**config.mk**
```make
export PLATFORM = sky130hd
export DESIGN_NAME = incremental_pid_speed_drive
export DESIGN_NICKNAME = d
export VERILOG_FILES = /design/src/rtl/ipsd_pkg.sv /design/src/rtl/ipsd_cfg.sv /design/src/rtl/ipsd_err.sv /design/src/rtl/ipsd_mul.sv /design/src/rtl/ipsd_acc.sv /design/src/rtl/incremental_pid_speed_drive.sv
export SDC_FILE = /design/constraint.sdc
export NUM_CORES = 2
export LEC_CHECK = 0
export BUFFER_PORTS_ARGS = -buffer_cell sky130_fd_sc_hd__buf_4
export CAP_MARGIN = 25
export CORE_MARGIN = 1.5
export CORE_UTILIZATION = 30
export DETAILED_ROUTE_END_ITERATION = 8
export SLEW_MARGIN = 20
export SYNTH_ARGS = -nofsm -noshare
export SYNTH_HDL_FRONTEND = slang
export SYNTH_HIERARCHICAL = 1
export SYNTH_SLANG_ARGS = --single-unit
```
**constraint.sdc**
```tcl
create_clock -name clk_i -period 13.35 [get_ports clk_i]
set_input_delay 1.335 -clock clk_i [delete_from_list [all_inputs] [get_ports clk_i]]
set_output_delay 1.335 -clock clk_i [all_outputs]
set_load 0.02 [all_outputs]
```
**src/rtl/ipsd_pkg.sv**
```systemverilog
// ----------------------------------------------------------------------------
// ipsd_pkg
// Types and constants shared by the incremental PID speed drive.
// ----------------------------------------------------------------------------
`default_nettype none

package ipsd_pkg;

  localparam int unsigned SPEED_W = 15;
  localparam int unsigned GAIN_W  = 7;
  localparam int unsigned ERR_W   = 16;
  localparam int unsigned DELTA_W = 17;
  localparam int unsigned DELTA2_W = 18;
  localparam int unsigned PROD_W  = 26;
  localparam int unsigned SUM_W   = 28;
  localparam int unsigned DRIVE_W = 16;

  localparam int unsigned APB_AW = 5;
  localparam int unsigned APB_DW = 32;

  localparam logic [GAIN_W-1:0]  GAIN_P_RST    = 7'd10;
  localparam logic [GAIN_W-1:0]  GAIN_I_RST    = 7'd1;
  localparam logic [GAIN_W-1:0]  GAIN_D_RST    = 7'd1;
  localparam logic [SPEED_W-1:0] DEAD_BAND_RST = 15'd0;
  localparam logic [SPEED_W-1:0] LIMIT_RST     = 15'd32767;

  typedef enum logic [2:0] {
    REG_GAIN_P    = 3'd0,
    REG_GAIN_I    = 3'd1,
    REG_GAIN_D    = 3'd2,
    REG_DEAD_BAND = 3'd3,
    REG_LIMIT     = 3'd4
  } cfg_reg_e;

  typedef struct packed {
    logic [GAIN_W-1:0]  gain_p;
    logic [GAIN_W-1:0]  gain_i;
    logic [GAIN_W-1:0]  gain_d;
    logic [SPEED_W-1:0] dead_band;
    logic [SPEED_W-1:0] limit;
  } cfg_t;

  typedef struct packed {
    logic [SPEED_W-1:0] target_speed;
    logic [SPEED_W-1:0] measured_speed;
  } in_beat_t;

  typedef struct packed {
    logic [SPEED_W-1:0]        forward_duty;
    logic [SPEED_W-1:0]        reverse_duty;
    logic signed [DRIVE_W-1:0] drive_signed;
    logic                      in_dead_band;
  } out_beat_t;

  typedef struct packed {
    logic signed [ERR_W-1:0]    err;
    logic signed [DELTA_W-1:0]  delta;
    logic signed [DELTA2_W-1:0] delta2;
    logic                       in_band;
  } err_beat_t;

  typedef struct packed {
    logic signed [PROD_W-1:0] p_prop;
    logic signed [PROD_W-1:0] p_int;
    logic signed [PROD_W-1:0] p_der;
    logic                     in_band;
  } prod_beat_t;

endpackage

`default_nettype wire

```
**src/rtl/ipsd_cfg.sv**
```systemverilog
// ----------------------------------------------------------------------------
// ipsd_cfg
// APB register file holding gains, dead band and drive limit.
// ----------------------------------------------------------------------------
`default_nettype none

module ipsd_cfg (
  input  wire logic                         clk_i,
  input  wire logic                         rst_ni,
  input  wire logic                         psel,
  input  wire logic                         penable,
  input  wire logic                         pwrite,
  input  wire logic [ipsd_pkg::APB_AW-1:0]  paddr,
  input  wire logic [ipsd_pkg::APB_DW-1:0]  pwdata,
  output logic      [ipsd_pkg::APB_DW-1:0]  prdata,
  output logic                              pready,
  output ipsd_pkg::cfg_t                    cfg_o
);

  ipsd_pkg::cfg_t cfg_q;
  logic           wr_en;
  logic [2:0]     reg_idx;

  assign pready  = 1'b1;
  assign wr_en   = psel && penable && pwrite;
  assign reg_idx = paddr[4:2];

  always_ff @(posedge clk_i or negedge rst_ni) begin
    if (!rst_ni) begin
      cfg_q.gain_p    <= ipsd_pkg::GAIN_P_RST;
      cfg_q.gain_i    <= ipsd_pkg::GAIN_I_RST;
      cfg_q.gain_d    <= ipsd_pkg::GAIN_D_RST;
      cfg_q.dead_band <= ipsd_pkg::DEAD_BAND_RST;
      cfg_q.limit     <= ipsd_pkg::LIMIT_RST;
    end else if (wr_en) begin
      case (reg_idx)
        ipsd_pkg::REG_GAIN_P:    cfg_q.gain_p    <= pwdata[ipsd_pkg::GAIN_W-1:0];
        ipsd_pkg::REG_GAIN_I:    cfg_q.gain_i    <= pwdata[ipsd_pkg::GAIN_W-1:0];
        ipsd_pkg::REG_GAIN_D:    cfg_q.gain_d    <= pwdata[ipsd_pkg::GAIN_W-1:0];
        ipsd_pkg::REG_DEAD_BAND: cfg_q.dead_band <= pwdata[ipsd_pkg::SPEED_W-1:0];
        ipsd_pkg::REG_LIMIT:     cfg_q.limit     <= pwdata[ipsd_pkg::SPEED_W-1:0];
        default: ;
      endcase
    end
  end

  always_comb begin
    prdata = '0;
    case (reg_idx)
      ipsd_pkg::REG_GAIN_P:    prdata[ipsd_pkg::GAIN_W-1:0]  = cfg_q.gain_p;
      ipsd_pkg::REG_GAIN_I:    prdata[ipsd_pkg::GAIN_W-1:0]  = cfg_q.gain_i;
      ipsd_pkg::REG_GAIN_D:    prdata[ipsd_pkg::GAIN_W-1:0]  = cfg_q.gain_d;
      ipsd_pkg::REG_DEAD_BAND: prdata[ipsd_pkg::SPEED_W-1:0] = cfg_q.dead_band;
      ipsd_pkg::REG_LIMIT:     prdata[ipsd_pkg::SPEED_W-1:0] = cfg_q.limit;
      default: ;
    endcase
  end

  assign cfg_o = cfg_q;

endmodule

`default_nettype wire

```
**src/rtl/ipsd_err.sv**
```systemverilog
// ----------------------------------------------------------------------------
// ipsd_err
// Input register, error differences, dead band test and error history.
// ----------------------------------------------------------------------------
`default_nettype none

module ipsd_err (
  input  wire logic                          clk_i,
  input  wire logic                          rst_ni,
  input  wire logic [ipsd_pkg::SPEED_W-1:0]  dead_band_i,
  input  wire logic                          up_valid_i,
  output logic                               up_stall_o,
  input  wire ipsd_pkg::in_beat_t            up_data_i,
  output logic                               dn_valid_o,
  input  wire logic                          dn_stall_i,
  output ipsd_pkg::err_beat_t                dn_data_o
);

  logic                                     valid_q;
  ipsd_pkg::in_beat_t                       beat_q;
  logic signed [ipsd_pkg::ERR_W-1:0]        last_err_q;
  logic signed [ipsd_pkg::DELTA_W-1:0]      last_delta_q;
  logic signed [ipsd_pkg::ERR_W-1:0]        err;
  logic        [ipsd_pkg::ERR_W-1:0]        mag;
  logic                                     leave;

  assign up_stall_o = valid_q && dn_stall_i;
  assign leave      = valid_q && !dn_stall_i;

  always_ff @(posedge clk_i or negedge rst_ni) begin
    if (!rst_ni) begin
      valid_q <= 1'b0;
    end else if (!up_stall_o) begin
      valid_q <= up_valid_i;
    end
  end

  always_ff @(posedge clk_i) begin
    if (up_valid_i && !up_stall_o) begin
      beat_q <= up_data_i;
    end
  end

  always_comb begin
    err = $signed({1'b0, beat_q.target_speed}) - $signed({1'b0, beat_q.measured_speed});
    mag = err[ipsd_pkg::ERR_W-1] ? ipsd_pkg::ERR_W'(-err) : ipsd_pkg::ERR_W'(err);
    dn_data_o.err     = err;
    dn_data_o.delta   = ipsd_pkg::DELTA_W'(err) - ipsd_pkg::DELTA_W'(last_err_q);
    dn_data_o.delta2  = ipsd_pkg::DELTA2_W'(dn_data_o.delta)
                      - ipsd_pkg::DELTA2_W'(last_delta_q);
    dn_data_o.in_band = mag < {1'b0, dead_band_i};
  end

  // history moves on only when the beat leaves, so order is kept under stalls
  always_ff @(posedge clk_i or negedge rst_ni) begin
    if (!rst_ni) begin
      last_err_q   <= '0;
      last_delta_q <= '0;
    end else if (leave) begin
      last_err_q   <= dn_data_o.err;
      last_delta_q <= dn_data_o.delta;
    end
  end

  assign dn_valid_o = valid_q;

endmodule

`default_nettype wire

```
**src/rtl/ipsd_mul.sv**
```systemverilog
// ----------------------------------------------------------------------------
// ipsd_mul
// Error register and the three gain products.
// ----------------------------------------------------------------------------
`default_nettype none

module ipsd_mul (
  input  wire logic          clk_i,
  input  wire logic          rst_ni,
  input  wire ipsd_pkg::cfg_t cfg_i,
  input  wire logic          up_valid_i,
  output logic               up_stall_o,
  input  wire ipsd_pkg::err_beat_t up_data_i,
  output logic               dn_valid_o,
  input  wire logic          dn_stall_i,
  output ipsd_pkg::prod_beat_t dn_data_o
);

  logic                valid_q;
  ipsd_pkg::err_beat_t beat_q;

  assign up_stall_o = valid_q && dn_stall_i;

  always_ff @(posedge clk_i or negedge rst_ni) begin
    if (!rst_ni) begin
      valid_q <= 1'b0;
    end else if (!up_stall_o) begin
      valid_q <= up_valid_i;
    end
  end

  always_ff @(posedge clk_i) begin
    if (up_valid_i && !up_stall_o) begin
      beat_q <= up_data_i;
    end
  end

  always_comb begin
    dn_data_o.p_prop  = ipsd_pkg::PROD_W'($signed({1'b0, cfg_i.gain_p}))
                      * ipsd_pkg::PROD_W'(beat_q.delta);
    dn_data_o.p_int   = ipsd_pkg::PROD_W'($signed({1'b0, cfg_i.gain_i}))
                      * ipsd_pkg::PROD_W'(beat_q.err);
    dn_data_o.p_der   = ipsd_pkg::PROD_W'($signed({1'b0, cfg_i.gain_d}))
                      * ipsd_pkg::PROD_W'(beat_q.delta2);
    dn_data_o.in_band = beat_q.in_band;
  end

  assign dn_valid_o = valid_q;

endmodule

`default_nettype wire

```
**src/rtl/ipsd_acc.sv**
```systemverilog
// ----------------------------------------------------------------------------
// ipsd_acc
// Product register, increment sum, drive accumulate and clamp, result register.
// ----------------------------------------------------------------------------
`default_nettype none

module ipsd_acc (
  input  wire logic                          clk_i,
  input  wire logic                          rst_ni,
  input  wire logic [ipsd_pkg::SPEED_W-1:0]  limit_i,
  input  wire logic                          up_valid_i,
  output logic                               up_stall_o,
  input  wire ipsd_pkg::prod_beat_t          up_data_i,
  output logic                               out_valid_o,
  input  wire logic                          out_stall_i,
  output ipsd_pkg::out_beat_t                out_data_o
);

  logic                                  valid_q;
  ipsd_pkg::prod_beat_t                  beat_q;
  logic                                  out_valid_q;
  ipsd_pkg::out_beat_t                   out_q;
  ipsd_pkg::out_beat_t                   out_d;
  logic signed [ipsd_pkg::DRIVE_W-1:0]   drive_q;
  logic signed [ipsd_pkg::DRIVE_W-1:0]   drive_d;
  logic signed [ipsd_pkg::DRIVE_W-1:0]   drive_neg;
  logic signed [ipsd_pkg::SUM_W-1:0]     inc;
  logic signed [ipsd_pkg::SUM_W-1:0]     level;
  logic signed [ipsd_pkg::SUM_W-1:0]     lim_pos;
  logic signed [ipsd_pkg::SUM_W-1:0]     lim_neg;
  logic                                  out_hold;
  logic                                  load_out;

  assign out_hold   = out_valid_q && out_stall_i;
  assign up_stall_o = valid_q && out_hold;
  assign load_out   = valid_q && !out_hold;

  always_ff @(posedge clk_i or negedge rst_ni) begin
    if (!rst_ni) begin
      valid_q <= 1'b0;
    end else if (!up_stall_o) begin
      valid_q <= up_valid_i;
    end
  end

  always_ff @(posedge clk_i) begin
    if (up_valid_i && !up_stall_o) begin
      beat_q <= up_data_i;
    end
  end

  always_comb begin
    lim_pos = $signed({{(ipsd_pkg::SUM_W-ipsd_pkg::SPEED_W){1'b0}}, limit_i});
    lim_neg = -lim_pos;
    if (beat_q.in_band) begin
      inc = '0;
    end else begin
      inc = ipsd_pkg::SUM_W'(beat_q.p_prop) + ipsd_pkg::SUM_W'(beat_q.p_int)
          + ipsd_pkg::SUM_W'(beat_q.p_der);
    end
    level = ipsd_pkg::SUM_W'(drive_q) + inc;
    if (level > lim_pos) begin
      drive_d = lim_pos[ipsd_pkg::DRIVE_W-1:0];
    end else if (level < lim_neg) begin
      drive_d = lim_neg[ipsd_pkg::DRIVE_W-1:0];
    end else begin
      drive_d = level[ipsd_pkg::DRIVE_W-1:0];
    end
    drive_neg = -drive_d;
    out_d.forward_duty = (drive_d > 0) ? drive_d[ipsd_pkg::SPEED_W-1:0] : '0;
    out_d.reverse_duty = (drive_d < 0) ? drive_neg[ipsd_pkg::SPEED_W-1:0] : '0;
    out_d.drive_signed = drive_d;
    out_d.in_dead_band = beat_q.in_band;
  end

  always_ff @(posedge clk_i or negedge rst_ni) begin
    if (!rst_ni) begin
      out_valid_q <= 1'b0;
      drive_q     <= '0;
    end else begin
      if (!out_hold) begin
        out_valid_q <= valid_q;
      end
      if (load_out) begin
        drive_q <= drive_d;
      end
    end
  end

  always_ff @(posedge clk_i) begin
    if (load_out) begin
      out_q <= out_d;
    end
  end

  assign out_valid_o = out_valid_q;
  assign out_data_o  = out_q;

endmodule

`default_nettype wire

```
**src/rtl/incremental_pid_speed_drive.sv**
```systemverilog
// ----------------------------------------------------------------------------
// incremental_pid_speed_drive
// Velocity-form PID speed loop with dead band and clamped drive level.
// ----------------------------------------------------------------------------
//  channel  direction  handshake            payload
//  in       input      in_valid_i/in_stall_o   ipsd_pkg::in_beat_t
//  out      output     out_valid_o/out_stall_i ipsd_pkg::out_beat_t
//  cfg      input      APB psel/penable/pwrite  5 registers at 4*index
//
//  four register stages: input, differences, products, result
//  one beat per cycle sustained while out_stall_i is low
//  the drive level loop closes in the accumulate stage through drive_q
//  reset clears gains to defaults, histories and drive level to zero
//  a stalled result holds; upstream stages keep filling until full
// ----------------------------------------------------------------------------
`default_nettype none

module incremental_pid_speed_drive (
  input  wire logic                          clk_i,
  input  wire logic                          rst_ni,
  input  wire logic                          in_valid_i,
  output logic                               in_stall_o,
  input  wire ipsd_pkg::in_beat_t            in_data_i,
  output logic                               out_valid_o,
  input  wire logic                          out_stall_i,
  output ipsd_pkg::out_beat_t                out_data_o,
  input  wire logic                          psel,
  input  wire logic                          penable,
  input  wire logic                          pwrite,
  input  wire logic [ipsd_pkg::APB_AW-1:0]   paddr,
  input  wire logic [ipsd_pkg::APB_DW-1:0]   pwdata,
  output logic      [ipsd_pkg::APB_DW-1:0]   prdata,
  output logic                               pready
);

  ipsd_pkg::cfg_t       cfg;
  logic                 err_valid;
  logic                 err_stall;
  ipsd_pkg::err_beat_t  err_beat;
  logic                 prod_valid;
  logic                 prod_stall;
  ipsd_pkg::prod_beat_t prod_beat;

  ipsd_cfg u_cfg (
    .clk_i   (clk_i),
    .rst_ni  (rst_ni),
    .psel    (psel),
    .penable (penable),
    .pwrite  (pwrite),
    .paddr   (paddr),
    .pwdata  (pwdata),
    .prdata  (prdata),
    .pready  (pready),
    .cfg_o   (cfg)
  );

  ipsd_err u_err (
    .clk_i       (clk_i),
    .rst_ni      (rst_ni),
    .dead_band_i (cfg.dead_band),
    .up_valid_i  (in_valid_i),
    .up_stall_o  (in_stall_o),
    .up_data_i   (in_data_i),
    .dn_valid_o  (err_valid),
    .dn_stall_i  (err_stall),
    .dn_data_o   (err_beat)
  );

  ipsd_mul u_mul (
    .clk_i      (clk_i),
    .rst_ni     (rst_ni),
    .cfg_i      (cfg),
    .up_valid_i (err_valid),
    .up_stall_o (err_stall),
    .up_data_i  (err_beat),
    .dn_valid_o (prod_valid),
    .dn_stall_i (prod_stall),
    .dn_data_o  (prod_beat)
  );

  ipsd_acc u_acc (
    .clk_i       (clk_i),
    .rst_ni      (rst_ni),
    .limit_i     (cfg.limit),
    .up_valid_i  (prod_valid),
    .up_stall_o  (prod_stall),
    .up_data_i   (prod_beat),
    .out_valid_o (out_valid_o),
    .out_stall_i (out_stall_i),
    .out_data_o  (out_data_o)
  );

endmodule

`default_nettype wire
```
==> impl_metrics.py <==
metrics = {
    "clock_tree": {
        "cts_root_buffer": "clkbuf_16",
        "clk_pin_slew_ps": 60,
        "worstSkewPairLatency_ps": 570,
        "cts_setup_buffers": 0,
        "cts_tree": "yes",
        "hold_buffers": 0,
        "cts_sinks": 312,
        "htree_num_levels": 2,
        "cts_resized": 0,
        "cts_buffer_depth": 3,
        "cts_buffers": 37,
    },
    "yosys": {
        "synth_ff_type": "edfxtp_1",
        "postSynth.asyncResetShare": 0.333,
        "synth.avg_cell_area_um2": 9.87,
        "synth-seq-cells": 312,
        "yosys.area.top_type": "edfxtp_1",
        "yosys-top-cells-area": "edfxtp_1 (19%), fa_1 (18%), ha_1 (12%), dfrtp_1 (6.4%), inv_1 (6.4%)",
        "synthDominantCellAreaShare": 0.189,
        "yosys_warnings": 6,
        "synth-edff-count": 208,
        "synth_area_um2": 33000,
        "synth_cell_types": 109,
        "syn_inst": 3344,
        "ys_seq_area_frac": 0.269,
    },
    "finish": {
        "multi_input_area_um2": 21600,
        "regArea_um2": 8870,
        "nets": 4132,
        "area_delta_synth_final_pct": 11.1,
        "fillCellCount": 11100,
        "drive_gt1_frac": 0.107,
    },
    "min_path": {
        "hp-class": "reg2reg",
    },
    "detailed_routing": {
        "drc_errors": 0,
        "post_drt_wl_per_cell_um": 17.1,
        "antenna_left": 0,
        "vias": 23300,
        "drtPass1Iterations": 5,
        "wl_mm": 83.6,
        "vias_per_cell": 4.77,
        "drt_iter0_markers": 1387,
    },
    "floorplan": {
        "core_area_um2": 109000,
        "die_y_um": 335,
        "start_util": 0.303,
        "die_area_um2": 112000,
        "row_count": 121,
        "io_pins": 156,
        "die-width_um": 335,
    },
    "placed_design": {
        "portBuffers": 118,
        "gp_congestion": 0.882,
        "post-dp-hpwl_mm": 67.8,
    },
    "timing": {
        "slew_headroom": 0.352,
        "finalSetupViolCount": 0,
        "skew_ps": 20.2,
        "fin_setup_tns_ps": 0,
        "hold_viol": 0,
        "rsz0062_at_grt": "false",
        "fin_crit_sh": 0.755,
        "tightest_slew_ps": 972,
        "fmax_ghz": 0.0992,
        "fin_crit_ps": 10080,
        "report.final.slew_viol_count": 0,
    },
    "global_routing": {
        "grt_max_degree": 80,
        "grt_usage": 0.148,
        "grt_pass1_vias": 22900,
        "grt_pass1_wl_mm": 130,
        "antenna_found_initial": 5,
        "overflow": 0,
    },
    "flow_run": {
        "drv_cap": 0,
    },
    "worst_setup_path": {
        "slowest_delay_ps": 670,
        "r2r_slack_ps": 3270,
        "slowest_stage": "a2111oi_0",
        "crit_type": "reg2reg",
        "arrival_ps": 10380,
        "cp_common_cell": "a21oi_1",
        "critPathLaunchType": "register",
        "crit_required_ps": 13650,
        "cp-end-kind": "register",
        "critPathMaxFanout": 12,
    },
    "status": {
        "status": "complete, no violations",
    },
}
-- per-stage QoR --
| step | worst slack, ps | instance area (um2) | util | instances | hold slack (ps) |
|---|---|---|---|---|---|
| global route | 2650 | 36700 | 0.336 | 4885 | 500 |
| CTS | 3370 | 36600 | 0.336 | 4883 | 483 |
| floorplan | 5100 | 33100 | - | 3360 | 424 |
| finish | 3270 | 36700 | 0.336 | 4886 | 478 |
| global placement | 3500 | 35300 | 0.324 | 4815 | 464 |
| detailed placement | 3380 | 35400 | 0.324 | 4816 | 468 |
-- cells by family (layout without fill, tap and decap cells) --
group,Yosys count,after routing,share of synthesized area
multiplexers,82,82,0.0291
XOR/XNOR,186,186,0.0513
buffers and inverters,658,769,0.0792
flip-flops,312,312,0.269
adder cells (fa/ha/maj),615,615,0.302
other,2,19,0.000228
AO/OA/AOI/OAI,575,575,0.119
AND/OR/NAND/NOR,914,914,0.150
-- per-layer routing --
layer | share of wire | track usage | vias to the layer above
met5 | 0.00016 | 0 | -
met3 | 0.064 | 0.0234 | 92
met2 | 0.45 | 0.238 | 591
met1 | 0.47 | 0.210 | 11300
li1 | - | - | 11300
met4 | 0.020 | 0.0333 | 2
-- placed cells by master (no fill, tap or decap), types with 26 or more instances in the layout --
master     Yosys  final
a21o_1        57     57
dfrtp_1       85     85
o21ai_0      116    116
ha_1         311    311
nor2_1       154    154
xnor2_1      129    129
nor2b_1       32     29
a21oi_1      145    145
o21a_1        30     30
and2_1       305    304
nor3_1        38     38
nand3_1       46     46
xor2_1        51     51
mux2_2        61     61
clkbuf_16      0     39
buf_4         27    132
nand2b_1      26     26
nand2_1      202    202
edfxtp_1     208    208
fa_1         304    304
inv_1        564    564
-- worst paths after layout --
kind / from / to / depth (start not counted)
max in group asynchronous: rst_ni / u_cfg/cfg_o[30]$_DFFE_PN1P_ / 3
worst min-delay path: u_err/last_err_q[5]$_DFFE_PN0P_ / u_err/last_err_q[5]$_DFFE_PN0P_ / 2
worst min register to register: u_err/last_err_q[5]$_DFFE_PN0P_ / u_err/last_err_q[5]$_DFFE_PN0P_ / 2
worst max register to register: u_acc/beat_q[3]$_DFFE_PP_ / u_acc/out_data_o[33]$_SDFFCE_PP0P_ / 41
min in group asynchronous: rst_ni / u_acc/drive_q[0]$_DFFE_PN0P_ / 1
worst max-delay path: u_acc/beat_q[3]$_DFFE_PP_ / u_acc/out_data_o[33]$_SDFFCE_PP0P_ / 41
-- synth_stat cells, types with 19 or more instances --
cell type and count:
inv_1 564, ha_1 311, and2_1 305, fa_1 304, edfxtp_1 208, nand2_1 202
nor2_1 154, a21oi_1 145, xnor2_1 129, o21ai_0 116, dfrtp_1 85, mux2_2 61
a21o_1 57, clkbuf_1 53, xor2_1 51, nand3_1 46, nor3_1 38, nor2b_1 32
o21a_1 30, buf_4 27, nand2b_1 26, a211oi_1 22, a31oi_1 22, dfstp_2 19
-- worst max-delay path: cells and delay by family, from the launching register on --
family,cells,cell delay (ps)
adder cells (fa/ha/maj),5,1760
XOR/XNOR,2,350
buffers and inverters,3,350
AO/OA/AOI/OAI,17,4560
AND/OR/NAND/NOR,14,2460
flip-flops,1,320
-- sequential cells by signal, summed over array words and instances (netlist names), 16 cells and up --
| signal | flops |
|---|---|
| u_acc/drive_q | 16 |
| u_mul/beat_q | 51 |
| u_err/last_delta_q | 17 |
| u_acc/out_data_o | 47 |
| u_acc/beat_q | 79 |
| u_err/last_err_q | 16 |
| u_err/beat_q | 30 |
| u_cfg/cfg_o | 51 |
-- cell type report --
cell class	count	area share
inverters	567	0.0581
clock inverters	19	0.00625
clock buffers	48	0.0284
multi-input cells	2390	0.589
well taps	1414	0.0483
repair buffers	135	0.0280
flip-flops and latches	312	0.242
diodes	1	0.0000683
Power is not shown: default switching activity piles up to over one toggle a cycle in this logic, so the estimate is an artifact.
